`src/sv/rfd_pkg.sv`:
```
`timescale 1ns / 1ps

package rfd_pkg;

	// payload bytes kept for the report: status, distances, energies and the light byte
	localparam int NUM_SLOTS  = 10;
	localparam int SLOT_W     = $clog2(NUM_SLOTS);
	localparam logic [SLOT_W-1:0] SLOT_LIGHT = SLOT_W'(9);

	// payload byte positions
	localparam int PAY_STATUS  = 0;
	localparam int PAY_MOV_LO  = 1;
	localparam int PAY_MOV_HI  = 2;
	localparam int PAY_MOV_EN  = 3;
	localparam int PAY_STL_LO  = 4;
	localparam int PAY_STL_HI  = 5;
	localparam int PAY_STL_EN  = 6;
	localparam int PAY_DET_LO  = 7;
	localparam int PAY_DET_HI  = 8;
	localparam int PAY_LIGHT   = 9;

	// frame kinds
	localparam logic KIND_CMD  = 1'b0;
	localparam logic KIND_DATA = 1'b1;

	// work handed from the parser to the report builder
	typedef struct packed {
		logic              is_report;
		logic [SLOT_W-1:0] slot;
		logic [7:0]        data;
		logic              kind;
		logic              detect;
		logic              light;
	} op_t;

	localparam int OP_W = $bits(op_t);

	// one finished report
	typedef struct packed {
		logic        frame_kind;
		logic        target_seen;
		logic        mover_seen;
		logic        static_seen;
		logic [15:0] mover_range;
		logic [7:0]  mover_power;
		logic [15:0] static_range;
		logic [7:0]  static_power;
		logic [15:0] detect_range;
		logic [7:0]  light_level;
		logic        light_valid;
	} res_t;

	localparam int RES_W = $bits(res_t);

endpackage

```
`src/sv/rfd_fifo.sv`:
```
`timescale 1ns / 1ps

module rfd_fifo #(
	parameter int WIDTH = 8,
	parameter int DEPTH = 4
) (
	input  logic             clk,
	input  logic             arst_n,
	input  logic             wr,
	input  logic [WIDTH-1:0] wr_data,
	input  logic             rd,
	output logic [WIDTH-1:0] rd_data,
	output logic             full,
	output logic             empty
);

	localparam int AW = (DEPTH > 1) ? $clog2(DEPTH) : 1;
	localparam int CW = $clog2(DEPTH + 1);

	logic [WIDTH-1:0] mem_q [DEPTH];
	logic [AW-1:0]    wr_ptr_q;
	logic [AW-1:0]    rd_ptr_q;
	logic [CW-1:0]    count_q;

	assign full    = (count_q == CW'(DEPTH));
	assign empty   = (count_q == '0);
	assign rd_data = mem_q[rd_ptr_q];

	// entry storage
	always_ff @(posedge clk) begin
		if (wr) begin
			mem_q[wr_ptr_q] <= wr_data;
		end
	end

	// pointers and fill level
	always_ff @(posedge clk or negedge arst_n) begin
		if (!arst_n) begin
			wr_ptr_q <= '0;
			rd_ptr_q <= '0;
			count_q  <= '0;
		end else begin
			if (wr) begin
				wr_ptr_q <= (wr_ptr_q == AW'(DEPTH - 1)) ? '0 : wr_ptr_q + 1'b1;
			end
			if (rd) begin
				rd_ptr_q <= (rd_ptr_q == AW'(DEPTH - 1)) ? '0 : rd_ptr_q + 1'b1;
			end
			if (wr && !rd) begin
				count_q <= count_q + 1'b1;
			end else if (rd && !wr) begin
				count_q <= count_q - 1'b1;
			end
		end
	end

	a_fill_bound: assert property (@(posedge clk) disable iff (!arst_n)
		count_q <= CW'(DEPTH))
		else $error("queue fill level past depth");

	a_no_overrun: assert property (@(posedge clk) disable iff (!arst_n)
		wr && !rd |=> count_q == $past(count_q) + 1'b1)
		else $error("queue write lost");

endmodule

```
`src/sv/rfd_front.sv`:
```
`timescale 1ns / 1ps

module rfd_front
	import rfd_pkg::*;
(
	input  logic       clk,
	input  logic       arst_n,
	input  logic       push,
	input  logic [7:0] rx_byte,
	input  logic       op_full,
	output logic       full,
	output logic       op_push,
	output op_t        op
);

	localparam int ST_W = 5;
	localparam logic [ST_W-1:0] ST_IDLE   = 5'd0;
	localparam logic [ST_W-1:0] ST_C_H1   = 5'd1;
	localparam logic [ST_W-1:0] ST_C_H2   = 5'd2;
	localparam logic [ST_W-1:0] ST_C_H3   = 5'd3;
	localparam logic [ST_W-1:0] ST_C_LENL = 5'd4;
	localparam logic [ST_W-1:0] ST_C_LENH = 5'd5;
	localparam logic [ST_W-1:0] ST_C_CMDL = 5'd6;
	localparam logic [ST_W-1:0] ST_C_CMDH = 5'd7;
	localparam logic [ST_W-1:0] ST_C_PAY  = 5'd8;
	localparam logic [ST_W-1:0] ST_C_F1   = 5'd9;
	localparam logic [ST_W-1:0] ST_C_F2   = 5'd10;
	localparam logic [ST_W-1:0] ST_C_F3   = 5'd11;
	localparam logic [ST_W-1:0] ST_C_F4   = 5'd12;
	localparam logic [ST_W-1:0] ST_D_H1   = 5'd13;
	localparam logic [ST_W-1:0] ST_D_H2   = 5'd14;
	localparam logic [ST_W-1:0] ST_D_H3   = 5'd15;
	localparam logic [ST_W-1:0] ST_D_LENL = 5'd16;
	localparam logic [ST_W-1:0] ST_D_LENH = 5'd17;
	localparam logic [ST_W-1:0] ST_D_TYPE = 5'd18;
	localparam logic [ST_W-1:0] ST_D_MARK = 5'd19;
	localparam logic [ST_W-1:0] ST_D_PAY  = 5'd20;
	localparam logic [ST_W-1:0] ST_D_F1   = 5'd21;
	localparam logic [ST_W-1:0] ST_D_F2   = 5'd22;
	localparam logic [ST_W-1:0] ST_D_F3   = 5'd23;
	localparam logic [ST_W-1:0] ST_D_F4   = 5'd24;

	localparam logic [7:0]  C_HDR0 = 8'hFD;
	localparam logic [7:0]  C_HDR1 = 8'hFC;
	localparam logic [7:0]  C_HDR2 = 8'hFB;
	localparam logic [7:0]  C_HDR3 = 8'hFA;
	localparam logic [7:0]  C_FTR0 = 8'h04;
	localparam logic [7:0]  C_FTR1 = 8'h03;
	localparam logic [7:0]  C_FTR2 = 8'h02;
	localparam logic [7:0]  C_FTR3 = 8'h01;
	localparam logic [7:0]  D_HDR0 = 8'hF4;
	localparam logic [7:0]  D_HDR1 = 8'hF3;
	localparam logic [7:0]  D_HDR2 = 8'hF2;
	localparam logic [7:0]  D_HDR3 = 8'hF1;
	localparam logic [7:0]  D_MARK = 8'hAA;
	localparam logic [7:0]  D_FTR0 = 8'hF8;
	localparam logic [7:0]  D_FTR1 = 8'hF7;
	localparam logic [7:0]  D_FTR2 = 8'hF6;
	localparam logic [7:0]  D_FTR3 = 8'hF5;
	localparam logic [15:0] CMD_REPORT = 16'hAA02;
	localparam logic [15:0] CMD_BASIC  = 16'h0101;
	localparam logic [15:0] C_LEN_MIN  = 16'd2;
	localparam logic [15:0] C_LEN_MAX  = 16'd66;
	localparam logic [15:0] D_LEN_MIN  = 16'd4;
	localparam logic [15:0] D_LEN_MAX  = 16'd60;
	localparam logic [6:0]  D_LEN_RPT  = 7'd11;
	localparam logic [6:0]  D_LEN_DET  = 7'd13;
	localparam logic [6:0]  IDX_DETECT = 7'd9;
	localparam logic [6:0]  IDX_LIGHT  = 7'd37;
	localparam logic [6:0]  IDX_LMIN   = 7'd38;
	localparam logic [7:0]  TYPE_LIGHT = 8'h01;

	logic [ST_W-1:0] state_q;
	logic [ST_W-1:0] state_d;
	logic [7:0]      len_lo_q;
	logic [6:0]      len_q;
	logic [6:0]      idx_q;
	logic [7:0]      cmd_lo_q;
	logic            cmd_ok_q;
	logic            type1_q;

	logic            accept;
	logic [15:0]     len_full;
	logic [6:0]      idx_inc;
	logic            pay_last;
	logic            op_v;
	op_t             op_d;

	assign full     = op_full;
	assign accept   = push && !op_full;
	assign len_full = {rx_byte, len_lo_q};
	assign idx_inc  = idx_q + 7'd1;
	assign pay_last = ({1'b0, idx_inc} + 8'd2) >= {1'b0, len_q};

	// next state and classification of the current beat
	always_comb begin
		state_d = ST_IDLE;
		op_v    = 1'b0;
		op_d    = '0;
		op_d.data = rx_byte;
		unique case (state_q) inside
			ST_IDLE: begin
				if (rx_byte == D_HDR0) begin
					state_d = ST_D_H1;
				end else if (rx_byte == C_HDR0) begin
					state_d = ST_C_H1;
				end
			end
			ST_C_H1: state_d = (rx_byte == C_HDR1) ? ST_C_H2 : ST_IDLE;
			ST_C_H2: state_d = (rx_byte == C_HDR2) ? ST_C_H3 : ST_IDLE;
			ST_C_H3: state_d = (rx_byte == C_HDR3) ? ST_C_LENL : ST_IDLE;
			ST_C_LENL: state_d = ST_C_LENH;
			ST_C_LENH: begin
				state_d = (len_full < C_LEN_MIN || len_full > C_LEN_MAX) ?
					ST_IDLE : ST_C_CMDL;
			end
			ST_C_CMDL: state_d = ST_C_CMDH;
			ST_C_CMDH: state_d = (len_q > 7'd2) ? ST_C_PAY : ST_C_F1;
			ST_C_PAY, ST_D_PAY: begin
				if (idx_q < IDX_DETECT) begin
					op_v      = 1'b1;
					op_d.slot = idx_q[SLOT_W-1:0];
				end else if (idx_q == IDX_LIGHT) begin
					op_v      = 1'b1;
					op_d.slot = SLOT_LIGHT;
				end
				if (state_q == ST_C_PAY) begin
					state_d = pay_last ? ST_C_F1 : ST_C_PAY;
				end else begin
					state_d = pay_last ? ST_D_F1 : ST_D_PAY;
				end
			end
			ST_C_F1: state_d = (rx_byte == C_FTR0) ? ST_C_F2 : ST_IDLE;
			ST_C_F2: state_d = (rx_byte == C_FTR1) ? ST_C_F3 : ST_IDLE;
			ST_C_F3: state_d = (rx_byte == C_FTR2) ? ST_C_F4 : ST_IDLE;
			ST_C_F4: begin
				if (rx_byte == C_FTR3 && idx_q >= IDX_DETECT && cmd_ok_q) begin
					op_v           = 1'b1;
					op_d.is_report = 1'b1;
					op_d.kind      = KIND_CMD;
					op_d.detect    = 1'b1;
					op_d.light     = 1'b0;
				end
			end
			ST_D_H1: state_d = (rx_byte == D_HDR1) ? ST_D_H2 : ST_IDLE;
			ST_D_H2: state_d = (rx_byte == D_HDR2) ? ST_D_H3 : ST_IDLE;
			ST_D_H3: state_d = (rx_byte == D_HDR3) ? ST_D_LENL : ST_IDLE;
			ST_D_LENL: state_d = ST_D_LENH;
			ST_D_LENH: begin
				state_d = (len_full < D_LEN_MIN || len_full > D_LEN_MAX) ?
					ST_IDLE : ST_D_TYPE;
			end
			ST_D_TYPE: state_d = ST_D_MARK;
			ST_D_MARK: state_d = (rx_byte == D_MARK) ? ST_D_PAY : ST_IDLE;
			ST_D_F1: state_d = (rx_byte == D_FTR0) ? ST_D_F2 : ST_IDLE;
			ST_D_F2: state_d = (rx_byte == D_FTR1) ? ST_D_F3 : ST_IDLE;
			ST_D_F3: state_d = (rx_byte == D_FTR2) ? ST_D_F4 : ST_IDLE;
			ST_D_F4: begin
				if (rx_byte == D_FTR3 && len_q >= D_LEN_RPT) begin
					op_v           = 1'b1;
					op_d.is_report = 1'b1;
					op_d.kind      = KIND_DATA;
					op_d.detect    = (len_q >= D_LEN_DET);
					op_d.light     = type1_q && (idx_q >= IDX_LMIN);
				end
			end
			default: state_d = ST_IDLE;
		endcase
	end

	assign op_push = accept && op_v;
	assign op      = op_d;

	// parser state and frame context
	always_ff @(posedge clk or negedge arst_n) begin
		if (!arst_n) begin
			state_q  <= ST_IDLE;
			len_lo_q <= '0;
			len_q    <= '0;
			idx_q    <= '0;
			cmd_lo_q <= '0;
			cmd_ok_q <= 1'b0;
			type1_q  <= 1'b0;
		end else if (accept) begin
			state_q <= state_d;
			case (state_q) inside
				ST_C_LENL, ST_D_LENL: len_lo_q <= rx_byte;
				ST_C_LENH, ST_D_LENH: begin
					len_q <= len_full[6:0];
					idx_q <= '0;
				end
				ST_C_CMDL: cmd_lo_q <= rx_byte;
				ST_C_CMDH: begin
					cmd_ok_q <= ({rx_byte, cmd_lo_q} == CMD_REPORT) ||
						({rx_byte, cmd_lo_q} == CMD_BASIC);
				end
				ST_D_TYPE: type1_q <= (rx_byte == TYPE_LIGHT);
				ST_C_PAY, ST_D_PAY: idx_q <= idx_inc;
				default: ;
			endcase
		end
	end

	a_report_at_footer: assert property (@(posedge clk) disable iff (!arst_n)
		op_push && op.is_report |-> (state_q == ST_C_F4 || state_q == ST_D_F4))
		else $error("report raised outside a footer end");

	a_idle_after_report: assert property (@(posedge clk) disable iff (!arst_n)
		op_push && op.is_report |=> state_q == ST_IDLE)
		else $error("parser did not return to idle after a report");

endmodule

```
`src/sv/rfd_back.sv`:
```
`timescale 1ns / 1ps

module rfd_back
	import rfd_pkg::*;
(
	input  logic clk,
	input  logic arst_n,
	input  logic op_empty,
	input  op_t  op,
	input  logic res_full,
	output logic op_pop,
	output logic res_push,
	output res_t res
);

	logic [7:0] pay_q [NUM_SLOTS];
	logic [7:0] status;

	// a capture always drains; a report waits for room in the result queue
	assign op_pop   = !op_empty && (!op.is_report || !res_full);
	assign res_push = op_pop && op.is_report;
	assign status   = pay_q[PAY_STATUS];

	// captured payload bytes
	always_ff @(posedge clk) begin
		if (op_pop && !op.is_report) begin
			pay_q[op.slot] <= op.data;
		end
	end

	// report assembly
	always_comb begin
		res.frame_kind   = op.kind;
		res.target_seen  = (status != 8'd0);
		res.mover_seen   = (status == 8'd1) || (status == 8'd3);
		res.static_seen  = (status == 8'd2) || (status == 8'd3);
		res.mover_range  = {pay_q[PAY_MOV_HI], pay_q[PAY_MOV_LO]};
		res.mover_power  = pay_q[PAY_MOV_EN];
		res.static_range = {pay_q[PAY_STL_HI], pay_q[PAY_STL_LO]};
		res.static_power = pay_q[PAY_STL_EN];
		res.detect_range = op.detect ? {pay_q[PAY_DET_HI], pay_q[PAY_DET_LO]} : 16'd0;
		res.light_level  = op.light ? pay_q[PAY_LIGHT] : 8'd0;
		res.light_valid  = op.light;
	end

	a_report_needs_room: assert property (@(posedge clk) disable iff (!arst_n)
		res_push |-> !res_full && op.is_report && !op_empty)
		else $error("report pushed without room or without a report op");

endmodule

```
`src/sv/radar_frame_deframer.sv`:
```
`timescale 1ns / 1ps

// Radar serial frame deframer. Takes one received byte per clock on rx_byte
// (push/full) and parses command frames (FD FC FB FA ...) and data frames
// (F4 F3 F2 F1 ...), giving one target report on the result queue
// (empty/pop) for each qualifying frame after its last footer byte. The
// parser takes a byte every cycle while its op queue (OP_DEPTH entries) has
// room; payload bytes of interest and report requests pass through that
// queue to the report builder, which drains one op per cycle unless a report
// waits for room in the result queue. A report goes from the op queue into
// the result queue and then shows on the result ports, and the result queue
// holds RES_DEPTH reports; full rises only when the result side has stalled
// long enough to back up both queues.
module radar_frame_deframer
	import rfd_pkg::*;
#(
	parameter int OP_DEPTH  = 4,
	parameter int RES_DEPTH = 2
) (
	input  logic        clk,
	input  logic        arst_n,
	input  logic        push,
	output logic        full,
	input  logic [7:0]  rx_byte,
	output logic        empty,
	input  logic        pop,
	output logic        frame_kind,
	output logic        target_seen,
	output logic        mover_seen,
	output logic        static_seen,
	output logic [15:0] mover_range,
	output logic [7:0]  mover_power,
	output logic [15:0] static_range,
	output logic [7:0]  static_power,
	output logic [15:0] detect_range,
	output logic [7:0]  light_level,
	output logic        light_valid
);

	logic            op_push;
	logic            op_full;
	logic            op_empty;
	logic            op_pop;
	op_t             op_in;
	logic [OP_W-1:0] op_bits;
	op_t             op_head;
	logic            res_push;
	logic            res_full;
	logic            res_pop;
	res_t            res_in;
	logic [RES_W-1:0] res_bits;
	res_t            res_head;

	// parser
	rfd_front u_front (
		.clk     (clk),
		.arst_n  (arst_n),
		.push    (push),
		.rx_byte (rx_byte),
		.op_full (op_full),
		.full    (full),
		.op_push (op_push),
		.op      (op_in)
	);

	// op queue between parser and builder
	rfd_fifo #(.WIDTH(OP_W), .DEPTH(OP_DEPTH)) u_op_q (
		.clk     (clk),
		.arst_n  (arst_n),
		.wr      (op_push),
		.wr_data (op_in),
		.rd      (op_pop),
		.rd_data (op_bits),
		.full    (op_full),
		.empty   (op_empty)
	);

	assign op_head = op_t'(op_bits);

	// report builder
	rfd_back u_back (
		.clk      (clk),
		.arst_n   (arst_n),
		.op_empty (op_empty),
		.op       (op_head),
		.res_full (res_full),
		.op_pop   (op_pop),
		.res_push (res_push),
		.res      (res_in)
	);

	// result queue
	assign res_pop = pop && !empty;

	rfd_fifo #(.WIDTH(RES_W), .DEPTH(RES_DEPTH)) u_res_q (
		.clk     (clk),
		.arst_n  (arst_n),
		.wr      (res_push),
		.wr_data (res_in),
		.rd      (res_pop),
		.rd_data (res_bits),
		.full    (res_full),
		.empty   (empty)
	);

	assign res_head     = res_t'(res_bits);
	assign frame_kind   = res_head.frame_kind;
	assign target_seen  = res_head.target_seen;
	assign mover_seen   = res_head.mover_seen;
	assign static_seen  = res_head.static_seen;
	assign mover_range  = res_head.mover_range;
	assign mover_power  = res_head.mover_power;
	assign static_range = res_head.static_range;
	assign static_power = res_head.static_power;
	assign detect_range = res_head.detect_range;
	assign light_level  = res_head.light_level;
	assign light_valid  = res_head.light_valid;

endmodule
```
`config.mk`:
```
export PLATFORM = sky130hd
export DESIGN_NAME = radar_frame_deframer
export DESIGN_NICKNAME = d
export VERILOG_FILES = /design/src/sv/rfd_pkg.sv /design/src/sv/rfd_fifo.sv /design/src/sv/rfd_front.sv /design/src/sv/rfd_back.sv /design/src/sv/radar_frame_deframer.sv
export SDC_FILE = /design/constraint.sdc
export NUM_CORES = 1
export LEC_CHECK = 0
export BUFFER_PORTS_ARGS = -buffer_cell sky130_fd_sc_hd__buf_2
export CORE_MARGIN = 3
export CORE_UTILIZATION = 35
export DETAILED_ROUTE_END_ITERATION = 16
export SYNTH_ARGS = -nofsm -noshare
export SYNTH_HDL_FRONTEND = slang
export SYNTH_SLANG_ARGS = --single-unit
```
`constraint.sdc`:
```
create_clock -name clk -period 5.9 [get_ports clk]
set_input_delay 0.885 -clock clk [delete_from_list [all_inputs] [get_ports clk]]
set_output_delay 0.885 -clock clk [all_outputs]
set_load 0.005 [all_outputs]
```
==> results of run 1 <==
routing by layer:
layer	up-vias	routed length [um]	GRT usage (%)
met4	0	423	2.98
met2	197	12900	21.1
met5	-	0	0
li1	3408	-	-
met3	33	1290	2.26
met1	3662	12600	18.1
final cells by class:
| type | instances | share of cell area, % |
|---|---|---|
| multi-input combinational | 424 | 22.1 |
| timing repair buffer | 95 | 3.11 |
| sequential | 346 | 63.1 |
| clock inverter | 21 | 1.28 |
| tap | 518 | 4.03 |
| inverter | 23 | 0.537 |
| clock buffer | 43 | 5.77 |
Yosys cell counts (all sizes together) (4+ instances only):
master  count
and2       30
dfrtp      48
nor2       40
nand4b      4
mux2      107
mux4       15
nor4       16
a21o        4
xor2        7
or4         4
xnor2      11
buf        11
nand2b     11
ha         18
inv        23
nor3b       4
o21ai      20
clkbuf     27
edfxtp    298
nor3       11
nand4       6
a31oi       5
nand3       9
nand2      25
a21oi      14
through the flow:
stage	instances	power (mW)	setup WS (ns)
global placement	1406	6.03	1.95
detailed placement	1406	6.06	1.85
global route	1470	8.61	2.09
finish	1470	8.10	2.37
floorplan	831	5.16	0.627
CTS	1470	8.25	2.29
flip-flops by register name, summed over array words and instances, names as in the netlist, 5 cells and up:
signal and cells:
u_front.state_q 5, u_op_q.mem_q 64, u_front.len_q 7, u_front.len_lo_q 8, u_front.idx_q 7, u_front.cmd_lo_q 8, u_res_q.mem_q 154, u_back.pay_q 80
final timing paths:
check / start / to / cells after the start
max: u_op_q.rd_ptr_q[1] / u_res_q.mem_q[0][46] / 5
min: u_back.pay_q[4][4] / u_res_q.mem_q[0][37] / 0
max reg2reg: u_op_q.rd_ptr_q[1] / u_res_q.mem_q[0][46] / 5
min reg2reg: u_back.pay_q[4][4] / u_res_q.mem_q[0][37] / 0
max in group asynchronous: arst_n / u_res_q.rd_ptr_q / 2
min in group asynchronous: arst_n / u_front.len_lo_q[4] / 2
power by group through the flow:
stage | combinational [mW] | clock [mW] | sequential [mW]
final | 2.12 | 2.17 | 3.81
after global routing | 2.39 | 2.34 | 3.88
after CTS | 2.20 | 2.23 | 3.82
after detailed placement | 2.19 | 0 | 3.86
after global placement | 2.18 | 0 | 3.85
after floorplan | 1.50 | 0 | 3.66
logic make-up (layout without fill, tap and decap cells):
group,Yosys count,in the layout
flops,346,346
simple gates,188,188
mux,123,123
compound gates,76,76
buf+inv,61,182
fa+ha+maj,19,19
xor+xnor,18,18
==> run metrics, run 1 <==
Seq pwr share=47.0%; IO Pins=91; RSZ-0062 raised after global routing=false; # resized after CTS=0; most frequent cells in the layout=edfxtp_1 (298), buf_2 (90), mux2_2 (60), mux2_1 (47), dfrtp_1 (47); Arrival @ worst endpoint=3.71 ns; remaining antenna violation count=0; post-synthesis sequential area ratio=72.9%; share of cells above drive strength 1=24.4%; synth top area cells=edfxtp_1 (64%), dfrtp_1 (8.6%), mux2_2 (4.9%); Fmax achieved=283 MHz; syn_nets=about 860; Initial Util=35.7%; CTS sink cnt=346; # setup viols final=0; core area=39000 um2; post-CTS setup buffer count=0; final instance area=about 16000 um2; Iter 0 DRT Violations=between 500 and 600; combinational share of power=between 20% and 30%; Max stage delay on crit path=0.88 ns; antenna violations before repair=0; worst vdd ir=0.247 mV; first-pass GRT wire length=around 42 mm; Final Skew=0.0199 ns; die span in x=205 um; kind of critical path=reg -> reg; Synth Instances=831; Worst Path Required=6.09 ns; max_cap viols=0; Antenna Diode Count=0; FF-to-FF setup slack=approximately 2.4 ns; Slew Limit Fails=0; PortBufs=90; Rel. slew slack=~25%; Die Y=205 um; CTS tree=yes; vias in the first global route=7299; Compound-Gate Fraction of Synth Area=under 10%; Cell variety after synth=69; XOR/XNOR Fraction of Synth Area=1.13%; Reg clk slew, reported paths=0.06 ns; Routed WL=~27 mm; largest net degree at the start of global routing=79; post-layout min period=3.53 ns; mean post-synth cell area=about 17 um2; Yosys top cell by area=edfxtp_1; Slowest-stage cell, CP=dfrtp_1; Hold-fix buffers, CTS=0; delay-heaviest family, CP=simple AND/OR/NAND/NOR gates; per-cell routed wire length=18.5 um; vias per inst=4.97; Clock power frac=a little over a quarter; post-synthesis simple-gate area fraction=between 7 and 8%; gr ovfl total=0; Layout Nets=957; maximum fanout along the worst path=48; Multi-input gate area=3560 um2; first-pass iteration count of the detailed router=5; FF+latch area=just over 10000 um2; num rows=72; PD cells=around 500 nW/um2; mux contribution to synthesized area=11.2%; Int Power=5.62 mW; Synth Cell Area=13900 um2; fin crit share=59.8%; Most used DFF post-synth=edfxtp_1; sw frac=a little under a third; Hold WS=0.443 ns; fin util=slightly above 40%; Pleak=5.69 nW; CTS H-tree depth=2; run status=completed; CTS buffer count=36; gr usage total=roughly an eighth; Final Hold Vio Count=0; CTS Buffer Depth=3; NetSw=2.48 mW; Area Growth Syn to Fin=15.5%; EDFF count, synth=298; Adder-Cell Fraction of Synth Area=around 1.8%; FF+latch count, synth=346; Bufs and invs on worst path=1; Least-Margin Pin Slew=approximately 1.1 ns; Hold/Removal Path Class=reg -> reg; GPL Wtd Cong=about 0.87; die area=42200 um2; clk root buf=clkbuf_16; crit path cell chain=mux4_2, a31oi_1, nand2_1, nor2_4, buf_12; Remaining DRCs=0; # fillers=3510; crit end category=register; Async SR Flop Fraction=13.9%; routed vias=7300; post-DP HPWL=between 15 and 20 mm; commonest non-fill, non-tap cell in the layout=edfxtp_1; clk_lat worst skew=0.52 ns; post-synth top area share=64.3%; dpl cell area=14900 um2; largest family of logic cells by synthesized area=multiplexers; setup TNS=0 ns; crit start category=register; Ys Warns=0
Note: power is estimated with default switching activity, not from simulation.
==> inputs of run 2 (changes only) <==
==> constraint.sdc (replaced) <==
create_clock -name clk -period 3.48 [get_ports clk]
set_input_delay 0.522 -clock clk [delete_from_list [all_inputs] [get_ports clk]]
set_output_delay 0.522 -clock clk [all_outputs]
set_load 0.005 [all_outputs]
==> run 2 against run 1 <==
Sequential share of layout area decreased by 1.8 points. Core utilization increased by 1.2 points. Fmax up 21%. Sequential power grew 65%. Setup slack worse by 1.8 ns. Final cell count grew 3.1%. Largest power group unchanged.
==> run metrics, run 2 (synthesis gave the netlist of run 1 again) <==
num rows=72; kind of critical path=reg -> reg; vias per inst=4.97; worst vdd ir=0.352 mV; crit start category=register; largest net degree at the start of global routing=about 60; Hold/Removal Path Class=in -> async; maximum fanout along the worst path=12; setup TNS=0 ns; Final Hold Vio Count=0; Rel. slew slack=43.5%; Setup WS pre-CTS=~0.18 ns; first-pass iteration count of the detailed router=5; Least-Margin Pin Slew=0.848 ns; PD cells=~860 nW/um2; CTS tree=yes; Largest Register=u_res_q.mem_q; core area=39000 um2; Fmax achieved=343 MHz; IO Pins=91; first-pass GRT wire length=43.4 mm; post-DP HPWL=about 18 mm; most frequent cells in the layout=edfxtp_1 (298), buf_2 (90), mux2_2 (60), mux2_1 (47), dfrtp_1 (47); Hold WS=0.0948 ns; GRT Max-Usage Layer=met2; Slew Limit Fails=0; Post-Place Cells=1446; combinational share of power=27.7%; Arrival @ worst endpoint=3.37 ns; CTS sink cnt=about 350; Largest register FFs=154; Final Skew=approximately 0.019 ns; vias in the first global route=7389; Hold-fix buffers, CTS=0; # fillers=3502; met1 usage=approximately 18%; final worst setup slack=0.564 ns; routed vias=7541; Iter 0 DRT Violations=584; Clock power frac=28.0%; fin crit share=83.8%; NetSw=4.34 mW; final instance area=16500 um2; die area=42200 um2; PortBufs=90; # setup viols final=0; Remaining DRCs=0; CTS Buffer Depth=3; clk_lat worst skew=0.55 ns; die span in x=205 um; gr usage total=13.5%; crit end category=register; commonest non-fill, non-tap cell in the layout=edfxtp_1; GPL Wtd Cong=0.897; dpl cell area=15300 um2; share of cells above drive strength 1=28.3%; Worst Path Required=3.93 ns; max_cap viols=0; Pleak=5.97 nW; # resized after CTS=0; gr ovfl total=0; RSZ-0062 raised after global routing=false; Routed WL=about 29 mm; Seq pwr share=44.3%; run status=completed; CTS H-tree depth=2; clk root buf=clkbuf_16; post-CTS setup buffer count=0; M2 GR Usage=22.2%; remaining antenna violation count=0; largest registers=u_res_q.mem_q (154), u_back.pay_q (80), u_op_q.mem_q (64); antenna violations before repair=1; sw frac=30.5%; CTS buffer count=38; GRT met3 Usage=2.85%; worst r2r path cells=12; Int Power=9.88 mW; Die Y=205 um; post-layout min period=2.92 ns; Initial Util=35.7%; per-cell routed wire length=18.8 um; Reg clk slew, reported paths=0.05 ns; Antenna Diode Count=0; fin util=42.4%; Tot Pwr=14.2 mW; Area Growth Syn to Fin=18.8%; Finished Layout Cells=1516; Layout Nets=999
-- run 2: cell type report --
type                            count  area [um2]  share of cell area, %
Sequential cell                   346       10200                   61.4
Multi-Input combinational cell    424        3560                   21.5
Clock buffer                       49        1050                   6.37
Timing Repair Buffer              135         838                   5.07
Tap cell                          518         648                   3.92
Clock inverter                     21         203                   1.23
Inverter                           23        86.3                  0.522
-- run 2: final timing paths --
| check | to | startpoint | slack, ns |
|---|---|---|---|
| setup / recovery | u_op_q.count_q[2] | u_front.idx_q[1] | 0.56 |
| hold / removal | u_front.cmd_lo_q[4] | arst_n | 0.09 |
| setup reg to reg | u_op_q.count_q[2] | u_front.idx_q[1] | 0.56 |
| hold reg to reg | u_res_q.mem_q[1][56] | u_back.pay_q[3][7] | 0.44 |
| max in group asynchronous | u_op_q.count_q[0] | arst_n | 2.64 |
| min in group clk | u_op_q.mem_q[3][5] | rx_byte[2] | 0.31 |
-- run 2: metal layers --
metal	wire, um	up-vias
met3	1260	39
met4	589	0
met1	12900	3824
met2	13800	196
met5	0	-
li1	-	3482
-- run 2: power groups by stage --
stage	clock, mW	combinational (mW)	sequential [mW]
CTS	4.09	4.09	6.30
global route	4.25	4.40	6.39
floorplan	0	2.56	6.15
detailed placement	0	4.06	6.39
global placement	0	4.04	6.34
finish	3.98	3.94	6.30
-- run 2: critical path: stages, from the launching register on --
cell and delay, ns:
dfrtp_1 0.50, inv_1 0.10, ha_1 0.17, nand2_1 0.05, a2111oi_0 0.41, o21ai_1 0.19, a31oi_2 0.25, ha_1 0.21
inv_1 0.07, fa_1 0.43, xor2_1 0.17, nor2_1 0.12, xor2_1 0.16
